--- src/rtl/core/pts_pkg.sv ---
package pts_pkg;

  localparam int THREAD_SLOTS_DEF = 16;
  localparam int KIND_W           = 3;
  localparam int PRIO_W           = 8;
  localparam int PORT_ID_W        = 4;
  localparam int STATUS_W         = 2;

  localparam logic [PRIO_W-1:0] IDLE_PRIO_RST = 8'd99;

  // request kinds
  localparam logic [KIND_W-1:0] K_CREATE = 3'd0;
  localparam logic [KIND_W-1:0] K_SCHED  = 3'd1;
  localparam logic [KIND_W-1:0] K_EXIT   = 3'd2;
  localparam logic [KIND_W-1:0] K_KILL   = 3'd3;
  localparam logic [KIND_W-1:0] K_REAP   = 3'd4;

  // result status codes
  localparam logic [STATUS_W-1:0] ST_OK        = 2'd0;
  localparam logic [STATUS_W-1:0] ST_NO_ID     = 2'd1;
  localparam logic [STATUS_W-1:0] ST_NOT_FOUND = 2'd2;

  typedef struct packed {
    logic scan;
    logic mark;
    logic reap;
  } pts_map_cmd_t;

  typedef struct packed {
    logic done;
    logic found;
  } pts_map_stat_t;

endpackage

--- src/rtl/core/pts_id_map.sv ---
module pts_id_map
  import pts_pkg::*;
#(
  parameter int THREAD_SLOTS = THREAD_SLOTS_DEF,
  localparam int ID_W = (THREAD_SLOTS > 1) ? $clog2(THREAD_SLOTS) : 1
) (
  input  logic          clk,
  input  logic          rst,
  input  pts_map_cmd_t  cmd,
  input  logic [ID_W-1:0] dead_id,
  output pts_map_stat_t stat,
  output logic [ID_W-1:0] free_id
);

  logic [THREAD_SLOTS-1:0] taken;
  logic [THREAD_SLOTS-1:0] dead;
  logic                    scanning;
  logic [ID_W-1:0]         idx;

  // lowest free id search walks one slot per cycle
  always_ff @(posedge clk) begin
    if (rst) begin
      taken      <= THREAD_SLOTS'(1);
      dead       <= '0;
      scanning   <= 1'b0;
      idx        <= '0;
      stat       <= '0;
      free_id    <= '0;
    end else begin
      stat <= '0;
      if (cmd.scan) begin
        scanning <= 1'b1;
        idx      <= '0;
      end else if (scanning) begin
        if (!taken[idx]) begin
          taken[idx] <= 1'b1;
          free_id    <= idx;
          stat.done  <= 1'b1;
          stat.found <= 1'b1;
          scanning   <= 1'b0;
        end else if (idx == ID_W'(THREAD_SLOTS - 1)) begin
          stat.done <= 1'b1;
          scanning  <= 1'b0;
        end else begin
          idx <= idx + 1'b1;
        end
      end
      if (cmd.mark) begin
        dead[dead_id] <= 1'b1;
      end
      if (cmd.reap) begin
        taken <= taken & ~dead;
        dead  <= '0;
      end
    end
  end

endmodule

--- src/rtl/core/priority_thread_scheduler.sv ---
// create: the id search, then an insert that shifts queue entries up from the tail;
// schedule pops the head and puts back the running thread; empty queue gets an idle thread first
// kill searches the queue and closes the gap, reap and unknown kinds go straight to the result
// throughput: one item at a time, set by the queue memory walk (one read and one write port)
// reset: synchronous; slot 0 taken and running, queue empty, idle priority 99
module priority_thread_scheduler
  import pts_pkg::*;
#(
  parameter int THREAD_SLOTS = THREAD_SLOTS_DEF
) (
  input  logic                clk,
  input  logic                rst,
  input  logic                in_valid,
  output logic                in_stall,
  input  logic [KIND_W-1:0]   kind,
  input  logic [PRIO_W-1:0]   priority_req,
  input  logic [PORT_ID_W-1:0] thread_id,
  output logic                out_valid,
  input  logic                out_stall,
  output logic [STATUS_W-1:0] status,
  output logic [PORT_ID_W-1:0] allocated_id,
  output logic                allocated_valid,
  output logic                switched,
  output logic [PORT_ID_W-1:0] running_id,
  output logic                running_valid,
  input  logic                cfg_valid,
  output logic                cfg_ready,
  input  logic [PRIO_W-1:0]   cfg_data
);

  localparam int ID_W  = (THREAD_SLOTS > 1) ? $clog2(THREAD_SLOTS) : 1;
  localparam int CNT_W = $clog2(THREAD_SLOTS + 1);
  localparam int CW    = (ID_W > PORT_ID_W) ? ID_W : PORT_ID_W;
  localparam int ENT_W = PRIO_W + ID_W;

  typedef enum logic [3:0] {
    S_IDLE, S_EXIT, S_SCHED, S_ALLOC, S_ALLOC_WAIT, S_INS_RD, S_INS_EV,
    S_POP_RD, S_POP_EV, S_REM_RD, S_REM_EV, S_PUT, S_SWITCH,
    S_KILL_RD, S_KILL_EV, S_DONE
  } state_t;

  state_t state;
  state_t ret;

  logic [ENT_W-1:0] mem [THREAD_SLOTS];
  logic [ENT_W-1:0] rd;
  logic             mem_we;
  logic [ID_W-1:0]  mem_wa;
  logic [ID_W-1:0]  mem_ra;
  logic [ENT_W-1:0] mem_wd;

  logic [CNT_W-1:0]    count;
  logic [CNT_W-1:0]    k;
  logic [CNT_W-1:0]    km1;
  logic [CNT_W-1:0]    kp1;
  logic [ID_W-1:0]     cur_id;
  logic [PRIO_W-1:0]   cur_prio;
  logic                cur_valid;
  logic [PRIO_W-1:0]   idle_prio;
  logic [ID_W-1:0]     head_id;
  logic [PRIO_W-1:0]   head_prio;
  logic [ID_W-1:0]     ins_id;
  logic [PRIO_W-1:0]   ins_prio;
  logic [PRIO_W-1:0]   prio_q;
  logic [PORT_ID_W-1:0] tid_q;
  logic                is_idle;
  logic [STATUS_W-1:0] st;
  logic [ID_W-1:0]     a_id;
  logic                a_v;
  logic                sw;

  logic [ID_W-1:0]   rd_id;
  logic [PRIO_W-1:0] rd_prio;
  logic [CW-1:0]     rd_ext;
  logic [CW-1:0]     tid_ext;
  logic [CW-1:0]     cur_ext;
  logic [CW-1:0]     a_ext;
  logic              ins_before;

  pts_map_cmd_t  map_cmd;
  pts_map_stat_t map_stat;
  logic [ID_W-1:0] free_id;

  assign km1        = k - 1'b1;
  assign kp1        = k + 1'b1;
  assign rd_id      = rd[ID_W-1:0];
  assign rd_prio    = rd[ENT_W-1:ID_W];
  assign rd_ext     = CW'(rd_id);
  assign tid_ext    = CW'(tid_q);
  assign cur_ext    = CW'(cur_id);
  assign a_ext      = CW'(a_id);
  assign ins_before = ins_prio < rd_prio;

  assign in_stall  = (state != S_IDLE);
  assign cfg_ready = 1'b1;

  assign map_cmd.scan = (state == S_ALLOC);
  assign map_cmd.mark = (state == S_EXIT) && cur_valid;
  assign map_cmd.reap = (state == S_IDLE) && in_valid && (kind == K_REAP);

  pts_id_map #(.THREAD_SLOTS(THREAD_SLOTS)) u_map (
    .clk     (clk),
    .rst     (rst),
    .cmd     (map_cmd),
    .dead_id (cur_id),
    .stat    (map_stat),
    .free_id (free_id)
  );

  // queue memory port control
  always_comb begin
    mem_we = 1'b0;
    mem_wa = '0;
    mem_wd = {ins_prio, ins_id};
    mem_ra = '0;
    case (state)
      S_INS_RD: begin
        if (k == '0) begin
          mem_we = 1'b1;
        end else begin
          mem_ra = km1[ID_W-1:0];
        end
      end
      S_INS_EV: begin
        mem_we = 1'b1;
        mem_wa = k[ID_W-1:0];
        if (ins_before) begin
          mem_wd = rd;
        end
      end
      S_REM_RD:  mem_ra = kp1[ID_W-1:0];
      S_REM_EV: begin
        mem_we = 1'b1;
        mem_wa = k[ID_W-1:0];
        mem_wd = rd;
      end
      S_KILL_RD: mem_ra = k[ID_W-1:0];
      default: ;
    endcase
  end

  always_ff @(posedge clk) begin
    if (mem_we) begin
      mem[mem_wa] <= mem_wd;
    end
    rd <= mem[mem_ra];
  end

  always_ff @(posedge clk) begin
    if (rst) begin
      state           <= S_IDLE;
      ret             <= S_DONE;
      count           <= '0;
      k               <= '0;
      cur_id          <= '0;
      cur_prio        <= '0;
      cur_valid       <= 1'b1;
      idle_prio       <= IDLE_PRIO_RST;
      is_idle         <= 1'b0;
      st              <= ST_OK;
      a_v             <= 1'b0;
      sw              <= 1'b0;
      out_valid       <= 1'b0;
      status          <= ST_OK;
      allocated_id    <= '0;
      allocated_valid <= 1'b0;
      switched        <= 1'b0;
      running_id      <= '0;
      running_valid   <= 1'b0;
    end else begin
      if (cfg_valid) begin
        idle_prio <= cfg_data;
      end
      if (out_valid && !out_stall) begin
        out_valid <= 1'b0;
      end
      case (state)
        S_IDLE: begin
          if (in_valid) begin
            prio_q  <= priority_req;
            tid_q   <= thread_id;
            is_idle <= (kind != K_CREATE);
            st      <= ST_OK;
            a_id    <= '0;
            a_v     <= 1'b0;
            sw      <= 1'b0;
            k       <= '0;
            case (kind)
              K_CREATE: state <= S_ALLOC;
              K_SCHED:  state <= S_SCHED;
              K_EXIT:   state <= S_EXIT;
              K_KILL:   state <= S_KILL_RD;
              default:  state <= S_DONE;
            endcase
          end
        end
        S_EXIT: begin
          cur_valid <= 1'b0;
          state     <= S_SCHED;
        end
        S_SCHED: begin
          state <= (count == '0) ? S_ALLOC : S_POP_RD;
        end
        S_ALLOC: state <= S_ALLOC_WAIT;
        S_ALLOC_WAIT: begin
          if (map_stat.done) begin
            if (map_stat.found) begin
              a_id     <= free_id;
              a_v      <= 1'b1;
              ins_id   <= free_id;
              ins_prio <= is_idle ? idle_prio : prio_q;
              ret      <= is_idle ? S_POP_RD : S_DONE;
              k        <= count;
              state    <= S_INS_RD;
            end else begin
              st    <= ST_NO_ID;
              state <= S_DONE;
            end
          end
        end
        // insertion walks from the tail, shifting larger priorities up
        S_INS_RD: begin
          if (k == '0) begin
            count <= count + 1'b1;
            state <= ret;
          end else begin
            state <= S_INS_EV;
          end
        end
        S_INS_EV: begin
          if (ins_before) begin
            k     <= km1;
            state <= S_INS_RD;
          end else begin
            count <= count + 1'b1;
            state <= ret;
          end
        end
        S_POP_RD: state <= S_POP_EV;
        S_POP_EV: begin
          head_id   <= rd_id;
          head_prio <= rd_prio;
          k         <= '0;
          ret       <= S_PUT;
          state     <= S_REM_RD;
        end
        // removal closes the gap at k by shifting later entries down
        S_REM_RD: begin
          if (kp1 < count) begin
            state <= S_REM_EV;
          end else begin
            count <= count - 1'b1;
            state <= ret;
          end
        end
        S_REM_EV: begin
          k     <= kp1;
          state <= S_REM_RD;
        end
        S_PUT: begin
          if (cur_valid) begin
            ins_id   <= cur_id;
            ins_prio <= cur_prio;
            k        <= count;
            ret      <= S_SWITCH;
            state    <= S_INS_RD;
          end else begin
            state <= S_SWITCH;
          end
        end
        S_SWITCH: begin
          cur_id    <= head_id;
          cur_prio  <= head_prio;
          cur_valid <= 1'b1;
          sw        <= 1'b1;
          state     <= S_DONE;
        end
        S_KILL_RD: begin
          if (k < count) begin
            state <= S_KILL_EV;
          end else begin
            st    <= ST_NOT_FOUND;
            state <= S_DONE;
          end
        end
        S_KILL_EV: begin
          if (rd_ext == tid_ext) begin
            ret   <= S_DONE;
            state <= S_REM_RD;
          end else begin
            k     <= kp1;
            state <= S_KILL_RD;
          end
        end
        S_DONE: begin
          if (!out_valid || !out_stall) begin
            out_valid       <= 1'b1;
            status          <= st;
            allocated_id    <= a_v ? a_ext[PORT_ID_W-1:0] : '0;
            allocated_valid <= a_v;
            switched        <= sw;
            running_id      <= cur_valid ? cur_ext[PORT_ID_W-1:0] : '0;
            running_valid   <= cur_valid;
            state           <= S_IDLE;
          end
        end
        default: state <= S_IDLE;
      endcase
    end
  end

endmodule

--- config.mk ---
export PLATFORM = sky130hd
export DESIGN_NAME = priority_thread_scheduler
export DESIGN_NICKNAME = d
export VERILOG_FILES = /design/src/rtl/core/pts_pkg.sv /design/src/rtl/core/pts_id_map.sv /design/src/rtl/core/priority_thread_scheduler.sv
export SDC_FILE = /design/constraint.sdc
export NUM_CORES = 1
export LEC_CHECK = 0
export ABC_AREA = 1
export ABC_CLOCK_PERIOD_IN_PS = 3650
export BUFFER_PORTS_ARGS = -buffer_cell sky130_fd_sc_hd__buf_2
export CAP_MARGIN = 10
export CORE_AREA = 2 2 236 238
export CTS_BUF_LIST = sky130_fd_sc_hd__clkbuf_2
export CTS_CLUSTER_DIAMETER = 100
export DETAILED_ROUTE_END_ITERATION = 8
export DIE_AREA = 0 0 238 240
export GPL_TIMING_DRIVEN = 0
export SYNTH_ARGS = -nofsm -noshare
export SYNTH_HDL_FRONTEND = slang
export SYNTH_SLANG_ARGS = --single-unit
--- constraint.sdc ---
create_clock -name clk -period 3.65 [get_ports clk]
set_input_delay 0.73 -clock clk [delete_from_list [all_inputs] [get_ports clk]]
set_output_delay 0.73 -clock clk [all_outputs]
set_load 0.05 [all_outputs]
==> metrics, run 1 <==
post-synthesis sequential area ratio 0.607; total grt overflow 0; RR Endpoint mem[0][3]$_DFFE_PP_; Power Total 10300 uW; max_slew headroom 0.126; Post-Syn Instances between 1500 and 2000; Routed Antenna Nets 0; CTS tree built; Clk Latency, worst-skew pair ~1.1 ns; Clk Tree Root Cell clkbuf_2; kind of critical path reg -> reg; # fillers approximately 5700; Levels on crit path 10; Synth warnings 0; Buf/Inv on CP 2; Mapped Area 15200 um2; worst vdd ir 0.215 mV; crit start category flop; wire per inst about 17 um; Die Area ~57000 um2; total clock sinks 344; FF-to-FF path depth 10; worst r2r src rd[7]$_DFF_P_; clk buf depth 3; Setup Buffers After CTS 0; final WL between 40000 and 50000 um; flop-to-flop setup slack about 0.28 ns; post-synth top area share 0.459; H-tree levels 3; Final Cycle Share 0.922; Avg Synthesized Cell Area between 9 and 10 um2; all-layer global routing usage 0.152; Clock Skews between 0.08 and 0.09 ns; FF/Latch Area between 9000 and 10000 um2; Psw about 3800 uW; Critical Path RT about 4.3 ns; path category of the worst min-delay check in -> reg; routability cong. slightly below 0.9; EDFF count, synth around 230; Starting DRT DRC Count about 1000; first-pass GRT wire length ~67000 um; Top-Level Pins 44; DR vias/cell roughly 4.8; most area-consuming cells after synthesis edfxtp_1, dfxtp_1, nand2_1, nand3_1, nor2_1; detailed-route via count 12400; crit end category flop; min cycle time layout between 3 and 4 ns; pin count of the biggest net entering global routing 17; CP peak stage delay around 0.86 ns; multi-input logic area 5190 um2; status completed; Num CTS Buffers between 80 and 90; Power Dens Cells 590 nW/um2; worst setup path startpoint rd[7]$_DFF_P_; final setup fails 0; Area Growth Syn to Fin 15.2%; register bit count reported by yosys approximately 340; Combinational Power Share 0.273; post-synth top area cell edfxtp_1; Worst setup endpoint mem[0][3]$_DFFE_PP_; Leak 0.00712 uW; # port buffers 41; share of post-route cells with drive strength above 1 0.136; TritonRoute pass-1 iters 5; initial antenna violation count 5; WP data arrival approximately 4.0 ns; maxcap violations 0; CP dominant cell by count nand2_1; crit-path max FO 16; Worst path top cell family by delay compound AO/OA/AOI/OAI gates; max frequency between 200 and 300 MHz; worst-margin pin slew ~1.3 ns; initial core utilization 0.277; top_reg_cell synth edfxtp_1; Die Width ~240 um; Worst path slowest cell o21ai_2; final slew viol count 0; Synth cell types 36; internal power 6490 uW; Syn Nets approximately 1700; RSZ-0062 raised after global routing no; row count 86; Fin. Hold Viols 0; DRC viols 0; Cells after DPL 2407; Core ar. approximately 55000 um2; Layout Cells excl Fill 2591; crit-path cells inv_1, ha_1, a21oi_1, nand2_1, nand2_1, nand2_1, nand2_1, nand2_1, clkbuf_1, o21ai_2; vias in the first global route 12000; Sw Ratio 0.371; die height roughly 240 um; clock power share 0.258; asr flop ratio synth 0; Layout Nets around 1900; Detailed Place HPWL a little over 30000 um; clk slew on worst S/H paths between 0.1 and 0.15 ns; sequential power share 0.470
==> worst min-delay path, cell delays in order <==
cell,delay (ns)
clkbuf_1,0.21
nand2_1,0.11
nand3_1,0.07
==> worst min path at each step <==
| stage | end | slack (ns) | from | cells past startpoint |
|---|---|---|---|---|
| finish | idle_prio[1]$_SDFFE_PP1P_ | 0.16 | cfg_valid | 3 |
| global route | idle_prio[1]$_SDFFE_PP1P_ | 0.11 | cfg_valid | 3 |
| CTS | idle_prio[1]$_SDFFE_PP1P_ | 0.05 | cfg_valid | 3 |
| detailed placement | head_prio[7]$_DFFE_PP_ | 0.42 | rd[11]$_DFF_P_ | 0 |
| global placement | head_prio[7]$_DFFE_PP_ | 0.43 | rd[11]$_DFF_P_ | 0 |
| floorplan | head_prio[1]$_DFFE_PP_ | 0.41 | rd[5]$_DFF_P_ | 0 |
==> cells in the mapped netlist (12+ instances only) <==
cell,n
nand2_1,423
nand3_1,294
edfxtp_1,232
nor2_1,172
inv_1,114
dfxtp_1,112
o21ai_0,71
a21oi_1,60
buf_2,34
clkbuf_1,27
ha_1,25
a31oi_1,12
nor3_1,12
==> through the flow <==
| step | hold WS, ns | worst slack (ns) | TNS [ns] | instance area (um2) | utilization |
|---|---|---|---|---|---|
| after floorplan | 0.408 | 1.14 | 0 | 15200 | - |
| after global placement | 0.427 | -0.995 | -103.57 | 16300 | 0.297 |
| after detailed placement | 0.421 | 0.325 | 0 | 16400 | 0.300 |
| after CTS | 0.0527 | 0.271 | 0 | 17400 | 0.318 |
| after global routing | 0.108 | 0.00162 | 0 | 17500 | 0.320 |
| final | 0.160 | 0.285 | 0 | 17500 | 0.320 |
==> layer usage <==
metal	global-route usage	vias up	wire [um]
met4	0.0600	0	1070
li1	-	5976	-
met3	0.0333	80	2710
met1	0.198	5944	19400
met5	0	-	0
met2	0.248	396	20700
==> cells by family after synthesis <==
family | after synthesis | synth area share
simple gates | 917 | 0.255
flops | 344 | 0.607
fa+ha+maj | 26 | 0.0219
compound gates | 159 | 0.0560
xor+xnor | 10 | 0.00577
buf+inv | 196 | 0.0535
other cells | 1 | 0.000247
==> area by class of cell <==
cell class	instances	area share
antenna	3	0.000429
clock inverter	24	0.00916
sequential	344	0.527
multi-input combinational	1113	0.297
tap	704	0.0504
buffer	73	0.0200
timing repair buffer	81	0.0339
inverter	123	0.0264
clock buffer	126	0.0361
==> sequential cells by signal, summed over array words and instances (netlist names), 5 cells and up <==
signal       cells
mem            192
u_map.dead      16
u_map.taken     16
rd              12
cur_prio         8
head_prio        8
idle_prio        8
ins_prio         8
prio_q           8
count            5
k                5
==> power groups by stage <==
stage          registers [uW]  logic [uW]  clock network [uW]
3_3_place_gp             4950        2620                   0
2_1_floorplan            4850        1800                   0
5_1_grt                  4870        3140                2940
6_report                 4840        2810                2660
3_5_place_dp             4930        2750                   0
4_1_cts                  4840        2780                2740
==> layout by cell type (no fill, tap or decap), types with 7 or more instances in the layout <==
cell type        n
nand3_1        294
nor2_1         172
clkbuf_1        27
clkinv_1        18
ha_1            25
dfxtp_1        112
nand2_1        423
o211ai_1         7
xor2_1           9
edfxtp_1       232
dlygate4sd3_1   24
buf_4           17
o21ai_0         60
a31oi_1         12
buf_2           75
a21oi_1         60
clkbuf_2       126
inv_1          114
nor3_1          11
==> timing repair <==
item	4_1_cts	5_1_grt
gates resized for setup	0	1
setup endpoints to repair	0	6
hold buffers	24	0
endpoints found under the hold margin	23	0
(Power assumes the default switching activity.)
==> run 2, diff against run 1 <==
CTS_BUF_LIST = sky130_fd_sc_hd__clkbuf_8   (was sky130_fd_sc_hd__clkbuf_2)
==> run 2 against run 1 <==
Against the previous run:
- register-to-register slack about the same
- fmax increased by 0.36%
- non-clock buffer count decreased by 25
- clock-buffer cell count decreased by 61
- hold slack improved by 0.11 ns
- sequential share of layout area decreased by 0.39 points
- die area unchanged
- flip-flop and latch count unchanged
- cell count decreased by 2.9%
- routed wire length decreased by 1.5%
- combinational power about the same
- critical path type unchanged
- largest cell class unchanged
==> metrics, run 2 (synthesis results as in run 1) <==
all-layer global routing usage 0.150; sequential power share 0.435; crit end category flop; Hold Buf Count CTS 0; DR vias/cell just under 5; Critical Path RT ~4 ns; PostCTS Resize Cnt 0; initial core utilization 0.277; # port buffers 41; Combinational Power Share 0.250; total grt overflow 0; # fillers ~5600; flop-to-flop setup slack 0.30 ns; Num CTS Buffers between 50 and 60; Layout Nets approximately 1800; worst r2r src rd[7]$_DFF_P_; Sw Ratio 0.337; DRC viols 0; Largest regs mem x192, u_map.dead x16, u_map.taken x16; most frequent cells in the layout nand2_1, nand3_1, edfxtp_1; TritonRoute pass-1 iters 5; Starting DRT DRC Count 1063; row count between 80 and 90; final slew viol count 0; max frequency a little under 300 MHz; min cycle time layout about 3.4 ns; clk slew on worst S/H paths 0.06 ns; Die Area between 50000 and 60000 um2; Clk Latency, worst-skew pair about 0.64 ns; leading cell type in the layout, fill and taps excluded nand2_1; clock power share 0.315; Clk Tree Root Cell clkbuf_8; Setup Buffers After CTS 0; Worst setup endpoint mem[5][7]$_DFFE_PP_; Fin. Hold Viols 0; Power Dens Cells 633 nW/um2; max_slew headroom 0.164; Hold WS between 0.2 and 0.3 ns; RSZ-0062 raised after global routing no; CTS tree built; RR Endpoint mem[5][7]$_DFFE_PP_; wire per inst around 17 um; first-pass GRT wire length roughly 66000 um; pin count of the biggest net entering global routing 17; Clock Skews 0.0338 ns; Core ar. 54700 um2; Area Growth Syn to Fin 16.1%; Routed Antenna Nets 0; worst-margin pin slew 1.25 ns; worst setup path startpoint rd[7]$_DFF_P_; max FFs per register approximately 190; crit-path max FO 16; detailed-route via count ~12000; vias in the first global route approximately 12000; die height between 200 and 250 um; Leak 0.00710 uW; Top-Level Pins 44; path category of the worst min-delay check in -> reg; maxcap violations 0; share of post-route cells with drive strength above 1 0.108; Die Width 238 um; internal power approximately 7400 uW; routability cong. between 0.8 and 0.9; final setup fails 0; status completed; Psw around 3800 uW; total clock sinks between 300 and 400; Power Total 11100 uW; initial antenna violation count 4; H-tree levels 2; Detailed Place HPWL about 31000 um; crit start category flop; Final Cycle Share 0.919; final WL 43200 um; clk buf depth 3; FF-to-FF path depth 10; kind of critical path reg -> reg; WP data arrival about 3.6 ns; Most flops, register mem; worst vdd ir 0.246 mV
[run 2: changes by cell type in the layout (fill, tap and decap cells not counted), sizes merged]
cell / previous run / this run
clkbuf: 153 / 92
dlygate4sd3: 24 / 0
inv: 119 / 142
clkinv: 23 / 10
bufinv: 2 / 5
diode: 3 / 1
buf: 103 / 102
clkinvlp: 3 / 2
[run 2: critical path, cell delays in order, from the launching register on]
cell      delay, ns
dfxtp_1        0.35
inv_1          0.08
ha_1           0.32
a21oi_1        0.18
nand2_1        0.08
nand2_1        0.14
nand2_1        0.11
nand2_1        0.28
nand2_1        0.20
clkbuf_1       0.31
o21ai_2        0.91
[run 2: metal layers]
metal | wire, um | share of wire | global-route usage | vias up
met5 | 0 | 0 | 0 | -
met2 | 20300 | 0.47 | 0.246 | 413
met3 | 2920 | 0.067 | 0.0245 | 73
met4 | 932 | 0.022 | 0.0473 | 0
li1 | - | - | - | 5831
met1 | 19000 | 0.44 | 0.201 | 5831
[run 2: cell type report]
type | instances | area, um2 | share of cell area
multi-input combinational | 1113 | 5180 | 0.294
sequential | 344 | 9210 | 0.523
buffer | 73 | 350 | 0.0199
clock buffer | 65 | 895 | 0.0508
timing repair buffer | 56 | 348 | 0.0198
inverter | 123 | 462 | 0.0262
clock inverter | 36 | 284 | 0.0161
tap | 704 | 881 | 0.0500
antenna | 1 | 2.50 | 0.000142
[run 2: power groups by stage]
| stage | sequential (uW) | clock (uW) | combinational, uW |
|---|---|---|---|
| after floorplan | 4850 | 0 | 1800 |
| after global placement | 4950 | 0 | 2620 |
| after detailed placement | 4930 | 0 | 2750 |
| after CTS | 4850 | 3570 | 2760 |
| after global routing | 4870 | 3740 | 3110 |
| final | 4850 | 3510 | 2780 |
[run 2: worst min path at each step]
| stage | from | end | slack, ns | cells after the start |
|---|---|---|---|---|
| after detailed placement | rd[11]$_DFF_P_ | head_prio[7]$_DFFE_PP_ | 0.42 | 0 |
| after global routing | priority_req[2] | prio_q[2]$_DFFE_PP_ | 0.25 | 1 |
| final | priority_req[2] | prio_q[2]$_DFFE_PP_ | 0.27 | 1 |
| after global placement | rd[11]$_DFF_P_ | head_prio[7]$_DFFE_PP_ | 0.43 | 0 |
| after floorplan | rd[5]$_DFF_P_ | head_prio[1]$_DFFE_PP_ | 0.41 | 0 |
| after CTS | priority_req[2] | prio_q[2]$_DFFE_PP_ | 0.24 | 1 |
[run 2: metrics by stage]
stage / cells / cell area [um2] / setup slack, ns / utilization / TNS, ns
4_1_cts: 2508 / 17600 / 0.314 / 0.321 / 0
3_3_place_gp: 2398 / 16300 / -0.995 / 0.297 / -103.57
2_1_floorplan: 1653 / 15200 / 1.14 / - / 0
3_5_place_dp: 2407 / 16400 / 0.325 / 0.300 / 0
5_1_grt: 2515 / 17600 / 0.00105 / 0.322 / 0
6_report: 2515 / 17600 / 0.297 / 0.322 / 0
